$ cat src/amsg_pkg.sv
// amsg_pkg: shared types, command/status/action codes and reset values
// for the actuator move stall guard; no dependencies
package amsg_pkg;

	// widths fixed by the interface
	localparam int TICK_BITS        = 16;
	localparam int CUR_BITS         = 16;
	localparam int TOL_BITS         = 8;
	localparam int CFG_DATA_BITS    = 16;
	localparam int CFG_INDEX_BITS   = 3;

	// defaults for the top-level parameters
	localparam int POSITION_BITS_DEF = 12;
	localparam int PROGRESS_STEP_DEF = 2;

	// register reset values
	localparam int TARGET_RESET = 2836;
	localparam logic [TOL_BITS-1:0]  TOL_RESET        = 8'd10;
	localparam logic [CUR_BITS-1:0]  HI_CUR_RESET     = 16'd3000;
	localparam logic [CUR_BITS-1:0]  ABS_CUR_RESET    = 16'd4750;
	localparam logic [TICK_BITS-1:0] STALL_RESET      = 16'd250;
	localparam logic [TICK_BITS-1:0] HI_STALL_RESET   = 16'd150;
	localparam logic [TICK_BITS-1:0] MOVE_LIMIT_RESET = 16'd750;

	typedef enum logic [2:0] {
		CMD_START     = 3'd0,
		CMD_SAMPLE    = 3'd1,
		CMD_TICK      = 3'd2,
		CMD_ABORT     = 3'd3,
		CMD_READ_FAIL = 3'd4
	} cmd_t;

	typedef enum logic [2:0] {
		ST_RUNNING    = 3'd0,
		ST_REACHED    = 3'd1,
		ST_ABORT      = 3'd2,
		ST_ABS_CUR    = 3'd3,
		ST_HI_STALL   = 3'd4,
		ST_NO_PROG    = 3'd5,
		ST_TIMEOUT    = 3'd6,
		ST_READ_FAIL  = 3'd7
	} status_t;

	typedef enum logic [1:0] {
		ACT_NONE    = 2'd0,
		ACT_TARGET  = 2'd1,
		ACT_NEUTRAL = 2'd2,
		ACT_STOP    = 2'd3
	} action_t;

	typedef enum logic [2:0] {
		REG_TARGET     = 3'd0,
		REG_TOLERANCE  = 3'd1,
		REG_HI_CUR     = 3'd2,
		REG_ABS_CUR    = 3'd3,
		REG_STALL      = 3'd4,
		REG_HI_STALL   = 3'd5,
		REG_MOVE_LIMIT = 3'd6,
		REG_FAULT_MODE = 3'd7
	} cfg_idx_t;

	// limits that do not depend on the position width
	typedef struct packed {
		logic [TOL_BITS-1:0]  reach_tolerance;
		logic [CUR_BITS-1:0]  high_current_limit;
		logic [CUR_BITS-1:0]  absolute_current_limit;
		logic [TICK_BITS-1:0] stall_ticks;
		logic [TICK_BITS-1:0] high_current_stall_ticks;
		logic [TICK_BITS-1:0] move_limit_ticks;
		logic                 fault_to_neutral;
	} limits_t;

	// control part of one result item
	typedef struct packed {
		status_t status;
		action_t action;
		logic    done;
	} res_ctrl_t;

endpackage

$ cat src/amsg_eval.sv
// amsg_eval: single-pass evaluation of one item against the move state,
// giving the next state and the result item; uses amsg_pkg
module amsg_eval import amsg_pkg::*; #(
	parameter int POSITION_BITS = POSITION_BITS_DEF,
	parameter int PROGRESS_STEP = PROGRESS_STEP_DEF
) (
	input  logic [2:0]               cmd,
	input  logic [CUR_BITS-1:0]      motor_current,
	input  logic [POSITION_BITS-1:0] position,
	input  logic [POSITION_BITS-1:0] target,
	input  limits_t                  limits,
	input  logic                     busy,
	input  logic                     moving_up,
	input  logic [POSITION_BITS-1:0] anchor,
	input  logic [CUR_BITS-1:0]      peak,
	input  logic [POSITION_BITS-1:0] pos_seen,
	input  logic [TICK_BITS-1:0]     tsp,
	input  logic [TICK_BITS-1:0]     tss,
	output logic                     busy_n,
	output logic                     moving_up_n,
	output logic [POSITION_BITS-1:0] anchor_n,
	output logic [CUR_BITS-1:0]      peak_n,
	output logic [POSITION_BITS-1:0] pos_seen_n,
	output logic [TICK_BITS-1:0]     tsp_n,
	output logic [TICK_BITS-1:0]     tss_n,
	output logic                     has_res,
	output res_ctrl_t                res_ctrl
);

	logic [POSITION_BITS-1:0] err;
	logic [POSITION_BITS:0]   prog;
	logic                     advanced;
	logic                     backed;
	logic [TICK_BITS-1:0]     tsp_after;
	logic [CUR_BITS-1:0]      peak_max;
	action_t                  end_act;

	// distance to target and progress against the anchor
	always_comb begin
		err = (target >= position) ? (target - position) : (position - target);
		prog = moving_up ? ({1'b0, position} - {1'b0, anchor})
		                 : ({1'b0, anchor} - {1'b0, position});
		backed = prog[POSITION_BITS];
		advanced = !prog[POSITION_BITS] &&
		           (prog[POSITION_BITS-1:0] >= POSITION_BITS'(PROGRESS_STEP));
		tsp_after = advanced ? '0 : tsp;
		peak_max = (motor_current > peak) ? motor_current : peak;
		end_act = limits.fault_to_neutral ? ACT_NEUTRAL : ACT_STOP;
	end

	// next state and result
	always_comb begin
		busy_n = busy;
		moving_up_n = moving_up;
		anchor_n = anchor;
		peak_n = peak;
		pos_seen_n = pos_seen;
		tsp_n = tsp;
		tss_n = tss;
		has_res = 1'b0;
		res_ctrl = '{status: ST_RUNNING, action: ACT_NONE, done: 1'b0};
		case (cmd_t'(cmd))
			CMD_START: begin
				busy_n = 1'b1;
				peak_n = motor_current;
				pos_seen_n = position;
				moving_up_n = (target >= position);
				anchor_n = position;
				tsp_n = '0;
				tss_n = '0;
				has_res = 1'b1;
				res_ctrl = '{status: ST_RUNNING, action: ACT_TARGET, done: 1'b0};
			end
			CMD_SAMPLE: begin
				if (busy) begin
					has_res = 1'b1;
					pos_seen_n = position;
					peak_n = peak_max;
					if (err <= POSITION_BITS'(limits.reach_tolerance)) begin
						busy_n = 1'b0;
						res_ctrl = '{status: ST_REACHED, action: ACT_NONE, done: 1'b1};
					end else begin
						if (advanced || backed) begin
							anchor_n = position;
						end
						tsp_n = tsp_after;
						// faults in priority order
						if (motor_current >= limits.absolute_current_limit) begin
							busy_n = 1'b0;
							res_ctrl = '{status: ST_ABS_CUR, action: end_act, done: 1'b1};
						end else if (motor_current >= limits.high_current_limit &&
						             tsp_after >= limits.high_current_stall_ticks) begin
							busy_n = 1'b0;
							res_ctrl = '{status: ST_HI_STALL, action: end_act, done: 1'b1};
						end else if (tsp_after >= limits.stall_ticks) begin
							busy_n = 1'b0;
							res_ctrl = '{status: ST_NO_PROG, action: end_act, done: 1'b1};
						end else if (tss >= limits.move_limit_ticks) begin
							busy_n = 1'b0;
							res_ctrl = '{status: ST_TIMEOUT, action: end_act, done: 1'b1};
						end
					end
				end
			end
			CMD_TICK: begin
				// saturating counters
				if (busy) begin
					tsp_n = (tsp == '1) ? tsp : tsp + TICK_BITS'(1);
					tss_n = (tss == '1) ? tss : tss + TICK_BITS'(1);
				end
			end
			CMD_ABORT: begin
				if (busy) begin
					busy_n = 1'b0;
					has_res = 1'b1;
					res_ctrl = '{status: ST_ABORT, action: end_act, done: 1'b1};
				end
			end
			CMD_READ_FAIL: begin
				// ends a move, or reports a failed start read when idle
				busy_n = 1'b0;
				has_res = 1'b1;
				res_ctrl = '{status: ST_READ_FAIL, action: end_act, done: 1'b1};
			end
			default: begin
				has_res = 1'b0;
			end
		endcase
	end

endmodule

$ cat src/actuator_move_stall_guard.sv
// actuator_move_stall_guard: top level with input register, move state,
// configuration registers and result register; uses amsg_pkg and amsg_eval

// Supervises one actuator move. Items enter an input register, are
// evaluated against the move state in one pass and leave through a result
// register, and one item is taken every cycle as long as the result
// register drains. The only back-pressure comes from that single result
// register: an item that gives a result waits in the input register while
// an earlier result is still untaken; ticks and ignored items pass through
// regardless.
// Configuration registers are written through cfg_we/cfg_index/cfg_data
// and should only change while no item is in flight.
module actuator_move_stall_guard import amsg_pkg::*; #(
	parameter int POSITION_BITS = POSITION_BITS_DEF,
	parameter int PROGRESS_STEP = PROGRESS_STEP_DEF
) (
	input  logic                      clk,
	input  logic                      arst_n,
	input  logic                      cfg_we,
	input  logic [CFG_INDEX_BITS-1:0] cfg_index,
	input  logic [CFG_DATA_BITS-1:0]  cfg_data,
	input  logic                      item_valid,
	output logic                      item_ready,
	input  logic [2:0]                cmd,
	input  logic [CUR_BITS-1:0]       motor_current,
	input  logic [POSITION_BITS-1:0]  position,
	output logic                      res_valid,
	input  logic                      res_ready,
	output logic [2:0]                status,
	output logic [1:0]                action,
	output logic [CUR_BITS-1:0]       peak_current,
	output logic [POSITION_BITS-1:0]  last_position,
	output logic                      done_res
);

	logic [POSITION_BITS-1:0] target_q;
	limits_t                  limits_q;

	logic                     valid_s1;
	logic [2:0]               cmd_s1;
	logic [CUR_BITS-1:0]      cur_s1;
	logic [POSITION_BITS-1:0] pos_s1;

	logic                     busy_q;
	logic                     moving_up_q;
	logic [POSITION_BITS-1:0] anchor_q;
	logic [CUR_BITS-1:0]      peak_q;
	logic [POSITION_BITS-1:0] pos_seen_q;
	logic [TICK_BITS-1:0]     tsp_q;
	logic [TICK_BITS-1:0]     tss_q;

	logic                     busy_n;
	logic                     moving_up_n;
	logic [POSITION_BITS-1:0] anchor_n;
	logic [CUR_BITS-1:0]      peak_n;
	logic [POSITION_BITS-1:0] pos_seen_n;
	logic [TICK_BITS-1:0]     tsp_n;
	logic [TICK_BITS-1:0]     tss_n;
	logic                     has_res;
	res_ctrl_t                res_ctrl;

	logic                     res_valid_q;
	res_ctrl_t                res_ctrl_q;
	logic [CUR_BITS-1:0]      res_peak_q;
	logic [POSITION_BITS-1:0] res_pos_q;
	logic                     advance;

	// configuration registers
	always_ff @(posedge clk or negedge arst_n) begin
		if (!arst_n) begin
			target_q <= POSITION_BITS'(TARGET_RESET);
			limits_q <= '{reach_tolerance: TOL_RESET,
			              high_current_limit: HI_CUR_RESET,
			              absolute_current_limit: ABS_CUR_RESET,
			              stall_ticks: STALL_RESET,
			              high_current_stall_ticks: HI_STALL_RESET,
			              move_limit_ticks: MOVE_LIMIT_RESET,
			              fault_to_neutral: 1'b1};
		end else if (cfg_we) begin
			case (cfg_idx_t'(cfg_index))
				REG_TARGET:     target_q <= cfg_data[POSITION_BITS-1:0];
				REG_TOLERANCE:  limits_q.reach_tolerance <= cfg_data[TOL_BITS-1:0];
				REG_HI_CUR:     limits_q.high_current_limit <= cfg_data;
				REG_ABS_CUR:    limits_q.absolute_current_limit <= cfg_data;
				REG_STALL:      limits_q.stall_ticks <= cfg_data;
				REG_HI_STALL:   limits_q.high_current_stall_ticks <= cfg_data;
				REG_MOVE_LIMIT: limits_q.move_limit_ticks <= cfg_data;
				REG_FAULT_MODE: limits_q.fault_to_neutral <= cfg_data[0];
				default: begin
					limits_q <= limits_q;
				end
			endcase
		end
	end

	// an item leaves the input register unless its result would collide
	assign advance = valid_s1 && (!has_res || !res_valid_q || res_ready);
	assign item_ready = !valid_s1 || advance;

	// input register
	always_ff @(posedge clk or negedge arst_n) begin
		if (!arst_n) begin
			valid_s1 <= 1'b0;
		end else if (item_valid && item_ready) begin
			valid_s1 <= 1'b1;
		end else if (advance) begin
			valid_s1 <= 1'b0;
		end
	end

	always_ff @(posedge clk) begin
		if (item_valid && item_ready) begin
			cmd_s1 <= cmd;
			cur_s1 <= motor_current;
			pos_s1 <= position;
		end
	end

	amsg_eval #(
		.POSITION_BITS(POSITION_BITS),
		.PROGRESS_STEP(PROGRESS_STEP)
	) u_eval (
		.cmd           (cmd_s1),
		.motor_current (cur_s1),
		.position      (pos_s1),
		.target        (target_q),
		.limits        (limits_q),
		.busy          (busy_q),
		.moving_up     (moving_up_q),
		.anchor        (anchor_q),
		.peak          (peak_q),
		.pos_seen      (pos_seen_q),
		.tsp           (tsp_q),
		.tss           (tss_q),
		.busy_n        (busy_n),
		.moving_up_n   (moving_up_n),
		.anchor_n      (anchor_n),
		.peak_n        (peak_n),
		.pos_seen_n    (pos_seen_n),
		.tsp_n         (tsp_n),
		.tss_n         (tss_n),
		.has_res       (has_res),
		.res_ctrl      (res_ctrl)
	);

	// move state
	always_ff @(posedge clk or negedge arst_n) begin
		if (!arst_n) begin
			busy_q <= 1'b0;
			moving_up_q <= 1'b0;
			anchor_q <= '0;
			peak_q <= '0;
			pos_seen_q <= '0;
			tsp_q <= '0;
			tss_q <= '0;
		end else if (advance) begin
			busy_q <= busy_n;
			moving_up_q <= moving_up_n;
			anchor_q <= anchor_n;
			peak_q <= peak_n;
			pos_seen_q <= pos_seen_n;
			tsp_q <= tsp_n;
			tss_q <= tss_n;
		end
	end

	// result register
	always_ff @(posedge clk or negedge arst_n) begin
		if (!arst_n) begin
			res_valid_q <= 1'b0;
		end else if (advance && has_res) begin
			res_valid_q <= 1'b1;
		end else if (res_ready) begin
			res_valid_q <= 1'b0;
		end
	end

	always_ff @(posedge clk) begin
		if (advance && has_res) begin
			res_ctrl_q <= res_ctrl;
			res_peak_q <= peak_n;
			res_pos_q <= pos_seen_n;
		end
	end

	assign res_valid = res_valid_q;
	assign status = res_ctrl_q.status;
	assign action = res_ctrl_q.action;
	assign done_res = res_ctrl_q.done;
	assign peak_current = res_peak_q;
	assign last_position = res_pos_q;

`ifndef SYNTH
	// a pending result always matches the current move state
	a_busy_matches_done: assert property (@(posedge clk) disable iff (!arst_n)
		res_valid_q |-> (busy_q != res_ctrl_q.done))
		else $error("pending result disagrees with move state");

	// progress counter never runs ahead of the move counter
	a_tick_order: assert property (@(posedge clk) disable iff (!arst_n)
		tsp_q <= tss_q)
		else $error("stall counter exceeds move counter");

	// command target only comes with a running start result
	a_target_running: assert property (@(posedge clk) disable iff (!arst_n)
		(res_valid_q && res_ctrl_q.action == ACT_TARGET) |->
		(res_ctrl_q.status == ST_RUNNING && !res_ctrl_q.done))
		else $error("command target on a finished result");
`endif

endmodule

$ cat config.mk
export PLATFORM = sky130hd
export DESIGN_NAME = actuator_move_stall_guard
export DESIGN_NICKNAME = d
export VERILOG_FILES = /design/src/amsg_pkg.sv /design/src/amsg_eval.sv /design/src/actuator_move_stall_guard.sv
export SDC_FILE = /design/constraint.sdc
export NUM_CORES = 1
export LEC_CHECK = 0
export ABC_AREA = 1
export BUFFER_PORTS_ARGS = -buffer_cell sky130_fd_sc_hd__buf_2
export CAP_MARGIN = 20
export CORE_AREA = 2 2 144 174
export CTS_CLUSTER_SIZE = 10
export DETAILED_ROUTE_END_ITERATION = 12
export DIE_AREA = 0 0 146 176
export GPL_TIMING_DRIVEN = 0
export PLACE_DENSITY = 0.87
export RECOVER_POWER = 100
export REMOVE_ABC_BUFFERS = 1
export SLEW_MARGIN = 0
export SYNTH_ARGS = -nofsm -noshare
export SYNTH_HDL_FRONTEND = slang
export SYNTH_SLANG_ARGS = --single-unit
$ cat constraint.sdc
create_clock -name clk -period 7.3 [get_ports clk]
set_clock_uncertainty 0.15 [all_clocks]
set_input_delay 1.095 -clock clk [delete_from_list [all_inputs] [get_ports clk]]
set_output_delay 1.095 -clock clk [all_outputs]
set_load 0.01 [all_outputs]
==> run summary <==
FP Rows - 62
post-synth top area cell - dfrtp_1
slew margin rel. - -213.8%
CTS Sinks - 242
ant diodes - 0
Yosys reg bits - 242
launching point of the worst reg2reg path - pos_s1[1]$_DFFE_PP_
GRT overflow - 0
Max Cap Viol - 1
# IOs - 91
first-pass GRT wire length - 65.33 mm
Layout area overhead - 9.524%
fin area - 16,810 µm²
Routed Antenna Nets - 0
asr flop ratio synth - 73.14%
Post-Place Cell Area - 16,150 µm²
syn_area_per_cell - 7.813 µm²
CTS tree - done
WS Path Type - reg -> reg
Final setup viols - 0
post-cts hold buffer count - 0
GPL Wtd Cong - 0.9592
Worst R2R Path Depth - 23
HPWL Detailed - 28.75 mm
Starting DRT DRC Count - 1,106
cts bufs inserted - 28
Setup crit end kind - register
Power Density - 269.2 nW/µm²
Initial Utilization - 64.22%
Worst path slowest cell - nand2_1
EDFF count, synth - 65
met3 usage - 3.178%
FF-to-FF setup slack - 0.84 ns
clk slew on worst S/H paths - 0.06 ns
crit-path most repeated cell - nand2_1
largest net degree at the start of global routing - 97
sequential-to-total area share from yosys stat - 41.89%
Final Cycle Share - 88.54%
Post-synth top cells - 560 x nand2_1, 292 x inv_1, 171 x o21ai_0
worst slew pin tran - 4.707 ns
Layout fillers - 1,847
Max IR drop VDD - 150.7 µV
Critical Path Start - pos_s1[1]$_DFFE_PP_
Setup crit start kind - register
RR Endpoint - tsp_q[5]$_DFFE_PN0P_
CP endpoint - tsp_q[5]$_DFFE_PN0P_
leakage - 8.291 nW
clk root buf - clkbuf_16
Nets - 2,253
grt peak-use layer - met2
post-route setup TNS - 0 ns
most frequent cell after synthesis - nand2_1
Synth Cell Area - 15,340 µm²
GR Util met1 - 38.38%
Critical Path AT - 6.78 ns
Yosys cell types - 50
# resized after CTS - 0
die area - 25,700 µm²
Max Slew Vio Count - 82
met2 GRT Util - 54.70%
Via Count - 13,760
Worst EP required - 7.61 ns
Syn Inst Count - 1,964
initial antenna violation count - 0
clock latency at the later pin of the worst-skew pair - 0.57 ns
drt total wl - 40.33 mm
delay of the slowest critical-path stage - 0.76 ns
outcome - complete, but fails checks
Primary FF master, synth - dfrtp_1
CTS H-Tree Depth - 1
Tightest Hold Check Type - reg -> reg
Hold Violations, Final - 0
chip height - 176 µm
core area - 23,890 µm²
wire per inst - 16.94 µm
setup repair bufs after CTS - 0
min-delay src - limits_q[60]$_DFFE_PN0P_
Fmax - 154.7 MHz
die span in x - 146 µm
vias in the first global route - 13,700
shortest period the worst path allows - 6.463 ns
RSZ-0062 raised after global routing - false
number of port buffers - 90
Pre-antenna DRT Iters - 7
failing checks - max-capacitance violations, max-slew violations
fraction of layout cells with a size suffix above 1 - 6.308%
CP max FO - 17
synth warn - 0
Synth area leaders - dfrtp_1 23%, nand2_1 14%, edfxtp_1 13%, ha_1 12%, inv_1 7.1%
Remaining DRCs - 0
Yosys top cell area share - 22.67%
worst path cell trace - inv_1 -> fa_1 -> nand3_1 -> a21oi_1 -> nor2_4 -> nand2_4 -> inv_1 -> o21ai_0 -> o31ai_1 -> xnor2_1 -> inv_1 -> ha_1 -> nand2_1 -> nor2_1 -> nand3_1 -> o21ai_0 -> o21ai_0 -> nor2_1 -> nand3_1 -> nand2_1 -> inv_4 -> nand2_1 -> nand2_1
clk buf depth - 3
DR vias/cell - 5.780
GRT Total Usage - 31.19%
## per-layer routing
layer  wire length [µm]  part of all wire [%]
met3               2530                   6.3
met1              16060                    40
met2              19850                    49
met5                  0                     0
met4               1890                   4.7
## through the flow
stage / hold WS, ns / setup WS [ns] / power (mW) / instances / utilization [%]
final: 0.3364 / 0.8368 / 4.525 / 2381 / 70.34
after global routing: 0.3495 / 0.4820 / 4.799 / 2381 / 70.34
after CTS: 0.3366 / 1.414 / 4.529 / 2380 / 71.03
after detailed placement: 0.3228 / 1.506 / 3.224 / 2330 / 67.59
after global placement: 0.3163 / 0.9711 / 3.125 / 2323 / 66.85
after floorplan: 0.3030 / 2.887 / 2.805 / 1913 / -
## layout by cell type (no fill, tap or decap), drive strengths merged, types with 3 or more instances in the layout
master	instances
or2	3
nor4	5
o21a	3
a21o	4
clkinv	3
xor2	9
xnor2	4
nor2	110
buf	50
o22ai	12
fa	4
a21oi	103
a21boi	3
nor3	16
o21bai	7
clkbuf	96
nand3b	22
nand4	28
o21ai	174
a31oi	8
nand3	123
inv	295
nand2	562
dfstp	38
o31ai	5
ha	153
o211ai	9
edfxtp	65
dfrtp	139
## how the worst min path moves through the flow
stage                                    end  slack, ns  cells after the start
finish              limits_q[60]$_DFFE_PN0P_       0.34                      2
global route        limits_q[55]$_DFFE_PN0P_       0.35                      2
CTS                 limits_q[53]$_DFFE_PN0P_       0.34                      2
detailed placement  limits_q[63]$_DFFE_PN0P_       0.32                      2
global placement    limits_q[87]$_DFFE_PN0P_       0.32                      2
floorplan           limits_q[11]$_DFFE_PN0P_       0.30                      2
## critical path, delay by kind of cell (launching register included)
family,cells,cell delay (ns)
simple gates,11,2.61
xor+xnor,1,0.16
compound gates,5,1.14
fa+ha+maj,2,0.76
buf+inv,4,0.87
flops,1,0.67
## state kept, by name, indices dropped and copies added, names as in the netlist
signal and cells:
busy_q 1, res_valid 1, last_position 12, tss_q 16, status 3, pos_s1 12
done_res 1, valid_s1 1, action 2, tsp_q 16, peak_q 16, limits_q 89
cmd_s1 3, moving_up_q 1, peak_current 16, cur_s1 16, target_q 12, pos_seen_q 12
anchor_q 12
## power breakdown
group / switching, mW / total (mW) / internal (mW) / leakage (nW)
Clock: 0.556 / 1.28 / 0.727 / 0.390
Sequential: 0.155 / 1.80 / 1.65 / 2.81
Combinational: 0.933 / 1.44 / 0.505 / 5.09
Total: 1.64 / 4.52 / 2.88 / 8.29
## cell type report
cell class / count / area (µm²) / share of cell area (%)
Multi-Input combinational cell: 1375 / 7559 / 44.97
Timing Repair Buffer: 98 / 484.2 / 2.881
Clock inverter: 2 / 35.03 / 0.2085
Inverter: 296 / 1114 / 6.626
Tap cell: 320 / 400.4 / 2.382
Sequential cell: 242 / 6429 / 38.25
Clock buffer: 48 / 785.8 / 4.675
## cell families after synthesis
| group | count (synthesis) | share of synthesized area (%) |
|---|---|---|
| compound gates | 333 | 11.70 |
| xor+xnor | 13 | 0.7420 |
| fa+ha+maj | 157 | 13.00 |
| buf+inv | 347 | 8.708 |
| flops | 242 | 41.90 |
| mux | 1 | 0.06523 |
| simple gates | 871 | 23.89 |
Note: power is estimated with default switching activity, not from simulation.
